===== config.mk =====
export PLATFORM = sky130hd
export DESIGN_NAME = adcm_queue
export DESIGN_NICKNAME = d
export VERILOG_FILES = /design/src/rtl/adcm_pkg.sv /design/src/rtl/adcm_queue.sv
export SDC_FILE = /design/constraint.sdc
export NUM_CORES = 1
export LEC_CHECK = 0
export BUFFER_PORTS_ARGS = -buffer_cell sky130_fd_sc_hd__buf_4
export CORE_MARGIN = 5
export CORE_UTILIZATION = 40
export CTS_CLUSTER_SIZE = 14
export DETAILED_ROUTE_END_ITERATION = 16
export MAX_ROUTING_LAYER = met4
export PLACE_DENSITY_LB_ADDON = 0.12
export SKIP_LAST_GASP = 1
export SLEW_MARGIN = 10
export SYNTH_ARGS = -nofsm -noshare
export SYNTH_HDL_FRONTEND = slang
export SYNTH_SLANG_ARGS = --single-unit

===== constraint.sdc =====
create_clock -name clk -period 5.15 [get_ports clk]
set_input_delay 0.2575 -clock clk [delete_from_list [all_inputs] [get_ports clk]]
set_output_delay 0.2575 -clock clk [all_outputs]
set_load 0.005 [all_outputs]

===== src/rtl/adcm_pkg.sv =====
package adcm_pkg;

	// deadzone and smoothing are limited to 0.99 in Q0.16
	localparam logic [15:0] FRAC_MAX = 16'd64880;

	// configuration register indexes
	localparam logic [2:0] REG_INPUT_LOW   = 3'd0;
	localparam logic [2:0] REG_INPUT_HIGH  = 3'd1;
	localparam logic [2:0] REG_OUTPUT_LOW  = 3'd2;
	localparam logic [2:0] REG_OUTPUT_HIGH = 3'd3;
	localparam logic [2:0] REG_DEAD_BAND   = 3'd4;
	localparam logic [2:0] REG_GAIN        = 3'd5;
	localparam logic [2:0] REG_SMOOTHING   = 3'd6;
	localparam logic [2:0] REG_REVERSE     = 3'd7;

	typedef enum logic {
		OP_SAMPLE = 1'b0,
		OP_WRITE  = 1'b1
	} op_t;

	typedef struct packed {
		op_t                op;
		logic signed [15:0] sample;
		logic [7:0]         index;
		logic signed [17:0] value;
	} item_t;

	typedef struct packed {
		logic signed [15:0] input_low;
		logic signed [15:0] input_high;
		logic signed [15:0] output_low;
		logic signed [15:0] output_high;
		logic [15:0]        dead_band;
		logic [15:0]        gain;
		logic [15:0]        smoothing;
		logic               reverse;
	} cfg_t;

	typedef enum logic [4:0] {
		ST_IDLE,
		ST_FMUL_A,
		ST_FMUL_B,
		ST_FSUM,
		ST_FRND,
		ST_NORM,
		ST_NUM,
		ST_TMUL,
		ST_DIV,
		ST_RD0,
		ST_RD1,
		ST_RD2,
		ST_INTERP,
		ST_GAIN,
		ST_CLAMP,
		ST_MAP,
		ST_OUT
	} state_t;

endpackage


===== src/rtl/adcm_queue.sv =====
module adcm_queue (
	input  logic            clk,
	input  logic            arst_n,
	input  logic            push,
	input  adcm_pkg::item_t push_item,
	output logic            full,
	input  logic            pop,
	output adcm_pkg::item_t head,
	output logic            empty
);

	adcm_pkg::item_t slot_q [2];
	logic            wr_ptr_q;
	logic            rd_ptr_q;
	logic [1:0]      count_q;
	logic            do_push;
	logic            do_pop;

	assign full    = (count_q == 2'd2);
	assign empty   = (count_q == 2'd0);
	assign head    = slot_q[rd_ptr_q];
	assign do_push = push && !full;
	assign do_pop  = pop && !empty;

	always_ff @(posedge clk or negedge arst_n) begin
		if (!arst_n) begin
			wr_ptr_q <= 1'b0;
			rd_ptr_q <= 1'b0;
			count_q  <= 2'd0;
		end else begin
			if (do_push) begin
				wr_ptr_q <= !wr_ptr_q;
			end
			if (do_pop) begin
				rd_ptr_q <= !rd_ptr_q;
			end
			if (do_push && !do_pop) begin
				count_q <= count_q + 2'd1;
			end else if (do_pop && !do_push) begin
				count_q <= count_q - 2'd1;
			end
		end
	end

	always_ff @(posedge clk) begin
		if (do_push) begin
			slot_q[wr_ptr_q] <= push_item;
		end
	end

endmodule


==> impl_results.md <==
* XOR/XNOR Fraction of Synth Area at approximately 1.3%
* # hold bufs at CTS at 1
* Commonest non-fill, non-tap cell in the layout: buf_4
* Dpl hpwl at roughly 3800 um
* Critical-path cell list: buf_4 > mux2_2 > buf_4
* Most frequent cells in the layout: 93 x buf_4, 86 x edfxtp_1, 39 x mux2_4
* Clk slew on worst S/H paths at approximately 0.090 ns
* Worst slack, placed at between 3 and 4 ns
* Adder-Cell Fraction of Synth Area at less than 1%
* Hold depth at 1
* CTS Buf Count at 9
* Crit-path max FO at 23
* Vias in the first global route at about 1800
* Die width at slightly above 100 um
* Setup tns final at 0 ns
* Hold_ws at 0.0948 ns
* First-pass GRT wire length at about 8800 um
* CP startpoint kind: flop
* Rel. slew slack at slightly below 30%
* Setup Buffers After CTS at 0
* Ant diodes at 0
* CP max stage cell: dfrtp_2
* Remaining DRCs at 0
* Final core utilization at 51.2%
* Crit-path most repeated cell: buf_4
* RSZ-0062 raised after global routing: false
* Routed Wire Length at between 5000 and 6000 um
* Maxcap violations at 0
* Sequential-to-total area share from yosys stat at between 70% and 80%
* Initial core utilization at between 40% and 50%
* Clock Path Buffers at 2
* Global route overflow at 0
* Row count at 34
* Reg2reg path depth at 4
* Final worst slack at between 2 and 3 ns
* CTS tree: done
* Crit. End Element: output port
* Arr. time, crit path at 2.22 ns
* Final Critical Period at ~2.5 ns
* Skew-Pair Late Insertion Delay at 0.34 ns
* Total power at approximately 2.3 mW
* H-tree depth at 3
* Cell variety after synth at 15
* Worst IR drop on VDD at roughly 0.00027 V
* Post-Syn Area per Cell at about 23 sq um
* Layout area overhead at 26.4%
* Syn_nets at 201
* Post_cts resized at 0
* Mux contribution to synthesized area at between 10% and 20%
* DP Cell Count at approximately 350
* Layout cell share with drive strength beyond 1 at between 50% and 60%
* Io pins at 92
* Clock Skews at a little over 0.006 ns
* Synth Register Bits at 90
* Vias at 1652
* Core ar. at ~8600 sq um
* P_leak at 1.76 nW
* Initial antenna violation count at 0
* Period utilization at between 40% and 50%
* Post-Synth Simple-Gate Area at 0.786%
* DIE AREA at about 11000 sq um
* Pin count of the biggest net entering global routing at between 40 and 50
* Max Fclk at 404 MHz
* Router iterations before antenna repair at 4
* Clock Sinks at 90
* Fin area at 4420 sq um
* Final nets at approximately 300
* Final setup viols at 0
* Routed length per placed instance at ~15 um
* Crit-path max cell delay at between 0.8 and 0.9 ns
* CP Class: flop to output port
* GR Util All Layers at between 10 and 15%
* Gate Count Post-Synth at 153
* Final std cells w/o fill at 366
* Routed Antenna Nets at 0
* Gp weighted congestion at 0.694
* Fin. max-slew vios at 0
* Status: finished clean
* PwrDens at approximately 500 nW/um^2
* Final hold viol count at 0
* Largest family of logic cells by synthesized area: multiplexers
* Port buffer count at 91
* Hold Crit Class: input pin to flop
* Synth Area in Compound Gates at 0.143%
* Slew at the pin closest to its max-slew limit at between 1 and 1.5 ns
* WP data required at 4.89 ns
* Mapped cell area at roughly 3500 sq um
* Die height at ~100 um
* Vias per cell at around 4.5
* Placed cell area at roughly 4300 sq um
* Synth Warn # at 0
* DR iter-0 viols at 38
* Root buf cell: clkbuf_8
-- cells in the mapped netlist, drive strengths merged --
cell | count | area [sq um]
edfxtp | 86 | 2580
mux2 | 43 | 631
buf | 5 | 91.3
dfrtp | 4 | 100
nor2 | 3 | 11.3
xnor2 | 3 | 26.3
inv | 2 | 7.51
xor2 | 2 | 17.5
and3 | 1 | 6.26
ha | 1 | 12.5
nand2 | 1 | 3.75
nand2b | 1 | 6.26
o21ai | 1 | 5.00
-- power breakdown --
part / total, mW / switching (mW) / internal [mW] / leakage (nW)
clock network: 0.396 / 0.225 / 0.170 / 0.0710
logic: 0.786 / 0.300 / 0.486 / 0.844
registers: 1.10 / 0.0946 / 1.00 / 0.845
-- state kept, by name, indices dropped and copies added, names as in the netlist --
signal	cells
count_q	2
rd_ptr_q	1
slot_q	86
wr_ptr_q	1
-- critical path: cells and delay by family, from the launching register on --
kind	cells	cell delay, ns
buffers and inverters	2	0.64
DFF	1	0.83
muxes	1	0.39
-- area by class of cell --
type	count	area, sq um
clock buffer	10	128
clock inverter	6	33.8
sequential	90	2680
timing repair buffer	94	708
fill	713	4210
inverter	2	7.51
tap	108	135
multi-input combinational	56	728
-- per-layer routing --
layer | share of wire (%) | track usage, %
met1 | 43 | 12.6
met2 | 50 | 17.2
met4 | 1.7 | 5.34
met3 | 5.8 | 3.73
met5 | 0 | -
-- logic make-up (layout without fill, tap and decap cells) --
kind of cell,after synthesis,in the layout
AO/OA/AOI/OAI,1,1
XOR/XNOR,5,5
adder cells (fa/ha/maj),1,1
buffers and inverters,7,112
flip-flops,90,90
multiplexers,43,43
AND/OR/NAND/NOR,6,6
-- final timing paths --
| check | endpoint | slack, ns | startpoint |
|---|---|---|---|
| worst min register to register | count_q[1] | 0.52 | count_q[1] |
| worst max register to register | slot_q[0][29] | 3.15 | count_q[0] |
| worst max-delay path | head[37] | 2.68 | rd_ptr_q |
| worst min-delay path | slot_q[1][34] | 0.09 | push_item[34] |
| max in group asynchronous | rd_ptr_q | 4.79 | arst_n |
| min in group asynchronous | count_q[1] | 0.24 | arst_n |
No activity file was read; power rests on OpenSTA's default activity.
