**src/rtl/adcm_pkg.sv**
```systemverilog
package adcm_pkg;

	// deadzone and smoothing are limited to 0.99 in Q0.16
	localparam logic [15:0] FRAC_MAX = 16'd64880;

	// configuration register indexes
	localparam logic [2:0] REG_INPUT_LOW   = 3'd0;
	localparam logic [2:0] REG_INPUT_HIGH  = 3'd1;
	localparam logic [2:0] REG_OUTPUT_LOW  = 3'd2;
	localparam logic [2:0] REG_OUTPUT_HIGH = 3'd3;
	localparam logic [2:0] REG_DEAD_BAND   = 3'd4;
	localparam logic [2:0] REG_GAIN        = 3'd5;
	localparam logic [2:0] REG_SMOOTHING   = 3'd6;
	localparam logic [2:0] REG_REVERSE     = 3'd7;

	typedef enum logic {
		OP_SAMPLE = 1'b0,
		OP_WRITE  = 1'b1
	} op_t;

	typedef struct packed {
		op_t                op;
		logic signed [15:0] sample;
		logic [7:0]         index;
		logic signed [17:0] value;
	} item_t;

	typedef struct packed {
		logic signed [15:0] input_low;
		logic signed [15:0] input_high;
		logic signed [15:0] output_low;
		logic signed [15:0] output_high;
		logic [15:0]        dead_band;
		logic [15:0]        gain;
		logic [15:0]        smoothing;
		logic               reverse;
	} cfg_t;

	typedef enum logic [4:0] {
		ST_IDLE,
		ST_FMUL_A,
		ST_FMUL_B,
		ST_FSUM,
		ST_FRND,
		ST_NORM,
		ST_NUM,
		ST_TMUL,
		ST_DIV,
		ST_RD0,
		ST_RD1,
		ST_RD2,
		ST_INTERP,
		ST_GAIN,
		ST_CLAMP,
		ST_MAP,
		ST_OUT
	} state_t;

endpackage

```
**src/rtl/adcm_front.sv**
```systemverilog
module adcm_front (
	input  logic               push,
	output logic               full,
	input  logic               kind,
	input  logic signed [15:0] sample_value,
	input  logic [7:0]         table_index,
	input  logic signed [17:0] table_value,
	input  adcm_pkg::cfg_t     cfg,
	input  logic               q_full,
	output logic               q_push,
	output adcm_pkg::item_t    q_item
);

	logic accept;
	logic range_ok;

	// empty input range: sample is swallowed here, filter untouched
	assign range_ok = (cfg.input_high > cfg.input_low);
	assign full     = q_full;
	assign accept   = push && !q_full;
	assign q_push   = accept && (kind || range_ok);

	assign q_item.op     = kind ? adcm_pkg::OP_WRITE : adcm_pkg::OP_SAMPLE;
	assign q_item.sample = sample_value;
	assign q_item.index  = table_index;
	assign q_item.value  = table_value;

endmodule

```
**config.mk**
```make
export PLATFORM = sky130hd
export DESIGN_NAME = adcm_front
export DESIGN_NICKNAME = d
export VERILOG_FILES = /design/src/rtl/adcm_pkg.sv /design/src/rtl/adcm_front.sv
export SDC_FILE = /design/constraint.sdc
export NUM_CORES = 1
export LEC_CHECK = 0
export BUFFER_PORTS_ARGS = -buffer_cell sky130_fd_sc_hd__buf_2
export CORE_AREA = 3 3 77 79
export DETAILED_ROUTE_END_ITERATION = 7
export DIE_AREA = 0 0 80 82
export GPL_TIMING_DRIVEN = 0
export PLACE_DENSITY = 0.71
export REMOVE_ABC_BUFFERS = 1
export SLEW_MARGIN = 0
export SYNTH_ARGS = -nofsm -noshare
export SYNTH_HDL_FRONTEND = slang
export SYNTH_SLANG_ARGS = --single-unit
export TNS_END_PERCENT = 10
```
**constraint.sdc**
```tcl
create_clock -name vclk -period 1.23
set_input_delay 0.0615 -clock vclk [all_inputs]
set_output_delay 0.0615 -clock vclk [all_outputs]
set_load 0.01 [all_outputs]
```
==> results.txt, run 1 <==
CP Capture Type: output pin
commonest non-fill, non-tap cell in the layout: buf_2
RSZ-0062 raised after global routing: yes
1st-pass router iterations: 4
area grow syn2layout: 17.1%
final WL: 4500 µm
Area after DPL: 726 µm²
area occupied by multi-input gates: 514 µm²
global-route wire length before repair: 5090 µm
final hold vios: 0
final instance area: 908 µm²
max-slew violations: 0
CP required: 1.17 ns
Filler Cells Inserted: 635
row count: 27
Initial Util: 14.4%
final net count: 278
DRC: 0
relative slew slack: 84.6%
CP startpoint: cfg[95]
vias per inst: 3.62
FF+latch area: 0 µm²
crit start category: input port
Starting DRT DRC Count: 30
Max-Cap Viols: 0
Syn. warnings: 0
initial antenna violation count: 0
Vias: 630
P_leak: 0.446 nW
# hold bufs at CTS: 0
Detail Route Antenna Nets: 0
final cycle utilization of the critical path: 125%
Ports: 203
fin crit period: 1.54 ns
layout cell share with drive strength beyond 1: 60.8%
crit path kind: in -> out
vias in the first global route: 595
global router's overall resource usage: 11.8%
GRT overflow: 0
crit path DAT: 1.48 ns
VDD IR max: 0.0637 mV
worst-margin pin slew: 0.230 ns
Pwr Density: 318 nW/µm²
status: finished, violations left
Die Area: 6560 µm²
failing checks: setup timing
Syn Inst Count: 106
Die Y: 82 µm
ANT cells: 0
most frequent cells in the layout: buf_2, inv_1, ha_4
Final HPWL DP: 3930 µm
Final setup violation count: 1
Netlist cell types: 17
Mapped Area: 776 µm²
CP Max Fanout: 3
IO Port Bufs: 38
min-delay src: sample_value[11]
Die W: 80 µm
sequential element share of the synthesized area: 0%
Hold Crit Class: in -> out
wire per inst: 25.9 µm
sequential cell count: 0
largest net degree at the start of global routing: 5
CLK BUF: 0
gpl congestion: 0.719
CORE AREA: 5410 µm²
Fmax: 648 MHz
Setup WS post-layout: -0.312 ns
Final Util: 16.8%
syn_area_per_cell: 7.32 µm²
per-layer routing:
layer / track usage [%] / part of all wire (%) / up-vias
met5: 0 / 0 / -
met4: 5.24 / 4.8 / 0
met3: 10.3 / 22 / 10
met2: 24.4 / 56 / 64
met1: 6.19 / 17 / 261
li1: - / - / 295
critical path, cell delays in order:
cell     delay [ns]
buf_2          0.12
ha_4           0.27
nand4_1        0.17
nor3_2         0.23
a41oi_2        0.18
a32oi_1        0.21
nand3_1        0.09
buf_2          0.15
where the power goes:
part | leakage, nW | switching, mW | internal, mW
Sequential | 0 | 0 | 0
Clock | 0 | 0 | 0
Combinational | 0.446 | 0.137 | 0.152
Total | 0.446 | 0.137 | 0.152
final cells by class:
cell class / instances / share of cell area [%]
Inverter: 20 / 8.82
Multi-Input combinational cell: 42 / 56.6
Tap cell: 72 / 9.92
Timing Repair Buffer: 40 / 24.7
synthesized netlist by cell type, drive strengths merged:
library cell	number	area [µm²]
o221ai	2	17.5
nand2b	1	6.26
nand2	4	15.0
ha	16	200
nor3	1	10.0
nand3	1	5.00
a32oi	1	8.76
nor2	1	3.75
a21oi	7	35.0
a41oi	1	16.3
buf	44	330
o21a	1	7.51
nand4b	1	8.76
or3b	1	8.76
nand4	2	12.5
inv	20	75.1
a21o	2	15.0
what timing repair did:
item | 4_1_cts | 5_1_grt
setup buffers | 2 | 0
resized for setup | 24 | 1
pin swaps | 15 | 0
setup endpoints to repair | 1 | 1
path summary, 6_finish.rpt:
kind	endpoint	slack [ns]	depth (start not counted)
worst max-delay path	q_push	-0.31	8
worst min-delay path	q_item[37]	0.12	0
per-stage QoR:
stage / TNS, ns / power (mW) / hold slack [ns] / setup WS (ns) / std cells
after detailed placement: -0.432 / 0.204 / 0.123 / -0.432 / 172
after global routing: -0.405 / 0.323 / 0.123 / -0.405 / 174
after floorplan: -0.104 / 0.107 / 0.123 / -0.104 / 62
after CTS: -0.251 / 0.271 / 0.123 / -0.251 / 174
after global placement: -0.391 / 0.195 / 0.123 / -0.391 / 172
final: -0.312 / 0.288 / 0.123 / -0.312 / 174
cells by family (layout without fill, tap and decap cells):
kind of cell,Yosys count,count (layout),synth area share [%]
AND/OR/NAND/NOR,12,12,9.03
buffers and inverters,64,60,52.3
AO/OA/AOI/OAI,14,14,12.9
adder cells (fa/ha/maj),16,16,25.8
(Power assumes the default switching activity.)
==> inputs of run 2 (changes only) <==
- GPL_TIMING_DRIVEN: 0 -> unset
- MAX_ROUTING_LAYER: unset -> met4
==> results.txt, run 2 (synthesis gave the netlist of run 1 again) <==
CLK BUF: 0 (unchanged)
Die Y: 82 µm (unchanged)
1st-pass router iterations: 4 (unchanged)
final net count: 278 (unchanged)
met3 WL: 982 µm (-0.71%)
Critical-path top delay cell: or3b_1
met2 routed WL: 2220 µm (-12%)
crit path cell chain: buf_6 > inv_4 > ha_4 > a21o_1 > a21oi_2 > o221ai_2 > or3b_1 > nand3_1 > buf_2
final instance area: 913 µm² (+0.55%)
CP required: 1.17 ns (about the same)
Area after DPL: 741 µm² (+2.1%)
vias in the first global route: 634 (+6.6%)
worst-margin pin slew: 0.203 ns (-0.0272 ns)
CP Capture Type: output pin
Max Used Layer: met4
RSZ-0062 raised after global routing: yes
crit path DAT: 1.43 ns (-0.05 ns)
final WL: 4310 µm (-4.4%)
Clock Power Share: 0% (unchanged)
fin crit period: 1.49 ns (-0.0483 ns)
setup slack at placement: -0.351 ns (+0.0806 ns)
Pwr Density: 307 nW/µm² (-3.3%)
Hold Crit Class: in -> out
VDD IR max: 0.0703 mV (+10%)
CP max stage delay: 0.37 ns (+0.10 ns)
vias per inst: 3.67 (+1.4%)
Detail Route Antenna Nets: 0 (unchanged)
post-CTS setup buffer count: 0 (-2)
row count: 27 (unchanged)
CORE AREA: 5410 µm² (unchanged)
Die Area: 6560 µm² (unchanged)
Fmax: 669 MHz (+3.2%)
Seq pwr share: 0% (unchanged)
max-slew violations: 0 (unchanged)
Starting DRT DRC Count: 7 (-77%)
status: finished, violations left
final hold vios: 0 (unchanged)
global router's overall resource usage: 12.0% (+0.21 points)
FF+latch area: 0 µm² (unchanged)
final hold slack: 0.123 ns (unchanged)
IO Port Bufs: 38 (unchanged)
gpl congestion: 0.723 (+0.63%)
CP Max Fanout: 2 (-1)
Setup WS post-layout: -0.264 ns (+0.0483 ns)
wire per inst: 24.7 µm (-4.4%)
layout cell share with drive strength beyond 1: 61.8% (+0.98 points)
crit start category: input port
Ports: 203 (unchanged)
sequential cell count: 0 (unchanged)
DRC: 0 (unchanged)
P_leak: 0.451 nW (+1.1%)
failing checks: setup timing
ANT cells: 0 (unchanged)
internal power: 0.149 mW (-1.7%)
final cycle utilization of the critical path: 121% (-3.9 points)
global-route wire length before repair: 5050 µm (-0.69%)
Final Util: 16.9% (+0.092 points)
Final setup violation count: 1 (unchanged)
Psw: 0.131 mW (-3.9%)
area grow syn2layout: 17.7%
crit path kind: in -> out
M1 WL: 713 µm (-8.5%)
Sw Ratio: 46.8% (-0.56 points)
Max-Cap Viols: 0 (unchanged)
relative slew slack: 86.4% (+1.8 points)
Final HPWL DP: 3940 µm (+0.18%)
Die W: 80 µm (unchanged)
commonest non-fill, non-tap cell in the layout: buf_2
Vias: 639 (+1.4%)
Logic pwr share: 100.0% (about the same)
GRT overflow: 0 (unchanged)
initial antenna violation count: 0 (unchanged)
Initial Util: 14.4% (unchanged)
largest net degree at the start of global routing: 5 (unchanged)
most frequent cells in the layout: buf_2, inv_1, ha_4
[run 2: worst paths after layout]
check	slack, ns	from	endpoint	cells after the start
max	-0.26	cfg[110]	q_push	9
min	0.12	sample_value[11]	q_item[37]	0
[run 2: worst max-delay path, delay by kind of cell]
kind	cells	cell delay, ns
buffers and inverters	3	0.28
AND/OR/NAND/NOR	2	0.46
AO/OA/AOI/OAI	3	0.44
adder cells (fa/ha/maj)	1	0.19
[run 2: cell type report]
class	count	area [µm²]
Tap cell	72	90.1
Fill cell	630	4490
Timing Repair Buffer	40	230
Inverter	20	85.1
Multi-Input combinational cell	42	508
[run 2: metal layers]
| layer | vias up | global-route usage [%] |
|---|---|---|
| li1 | 294 | - |
| met5 | - | - |
| met3 | 16 | 10.5 |
| met2 | 60 | 21.9 |
| met4 | 0 | 9.80 |
| met1 | 269 | 5.94 |
[run 2: stage by stage]
step	setup TNS, ns	total power [mW]	instances
detailed placement	-0.351	0.207	174
finish	-0.264	0.280	174
global placement	-0.354	0.202	174
floorplan	-0.104	0.107	62
global route	-0.331	0.318	174
CTS	-0.238	0.272	174
[run 2: repair_timing]
item                                    in CTS  in global routing
pin swaps                                   17                  1
resized for setup                           27                  2
hold buffers                                 0                  0
endpoints found under the setup margin       1                  1
[run 2: power by group through the flow]
stage               combinational, mW  sequential (mW)  clock, mW
floorplan                       0.107                0          0
global placement                0.202                0          0
detailed placement              0.207                0          0
CTS                             0.272                0          0
global route                    0.318                0          0
finish                          0.280                0          0
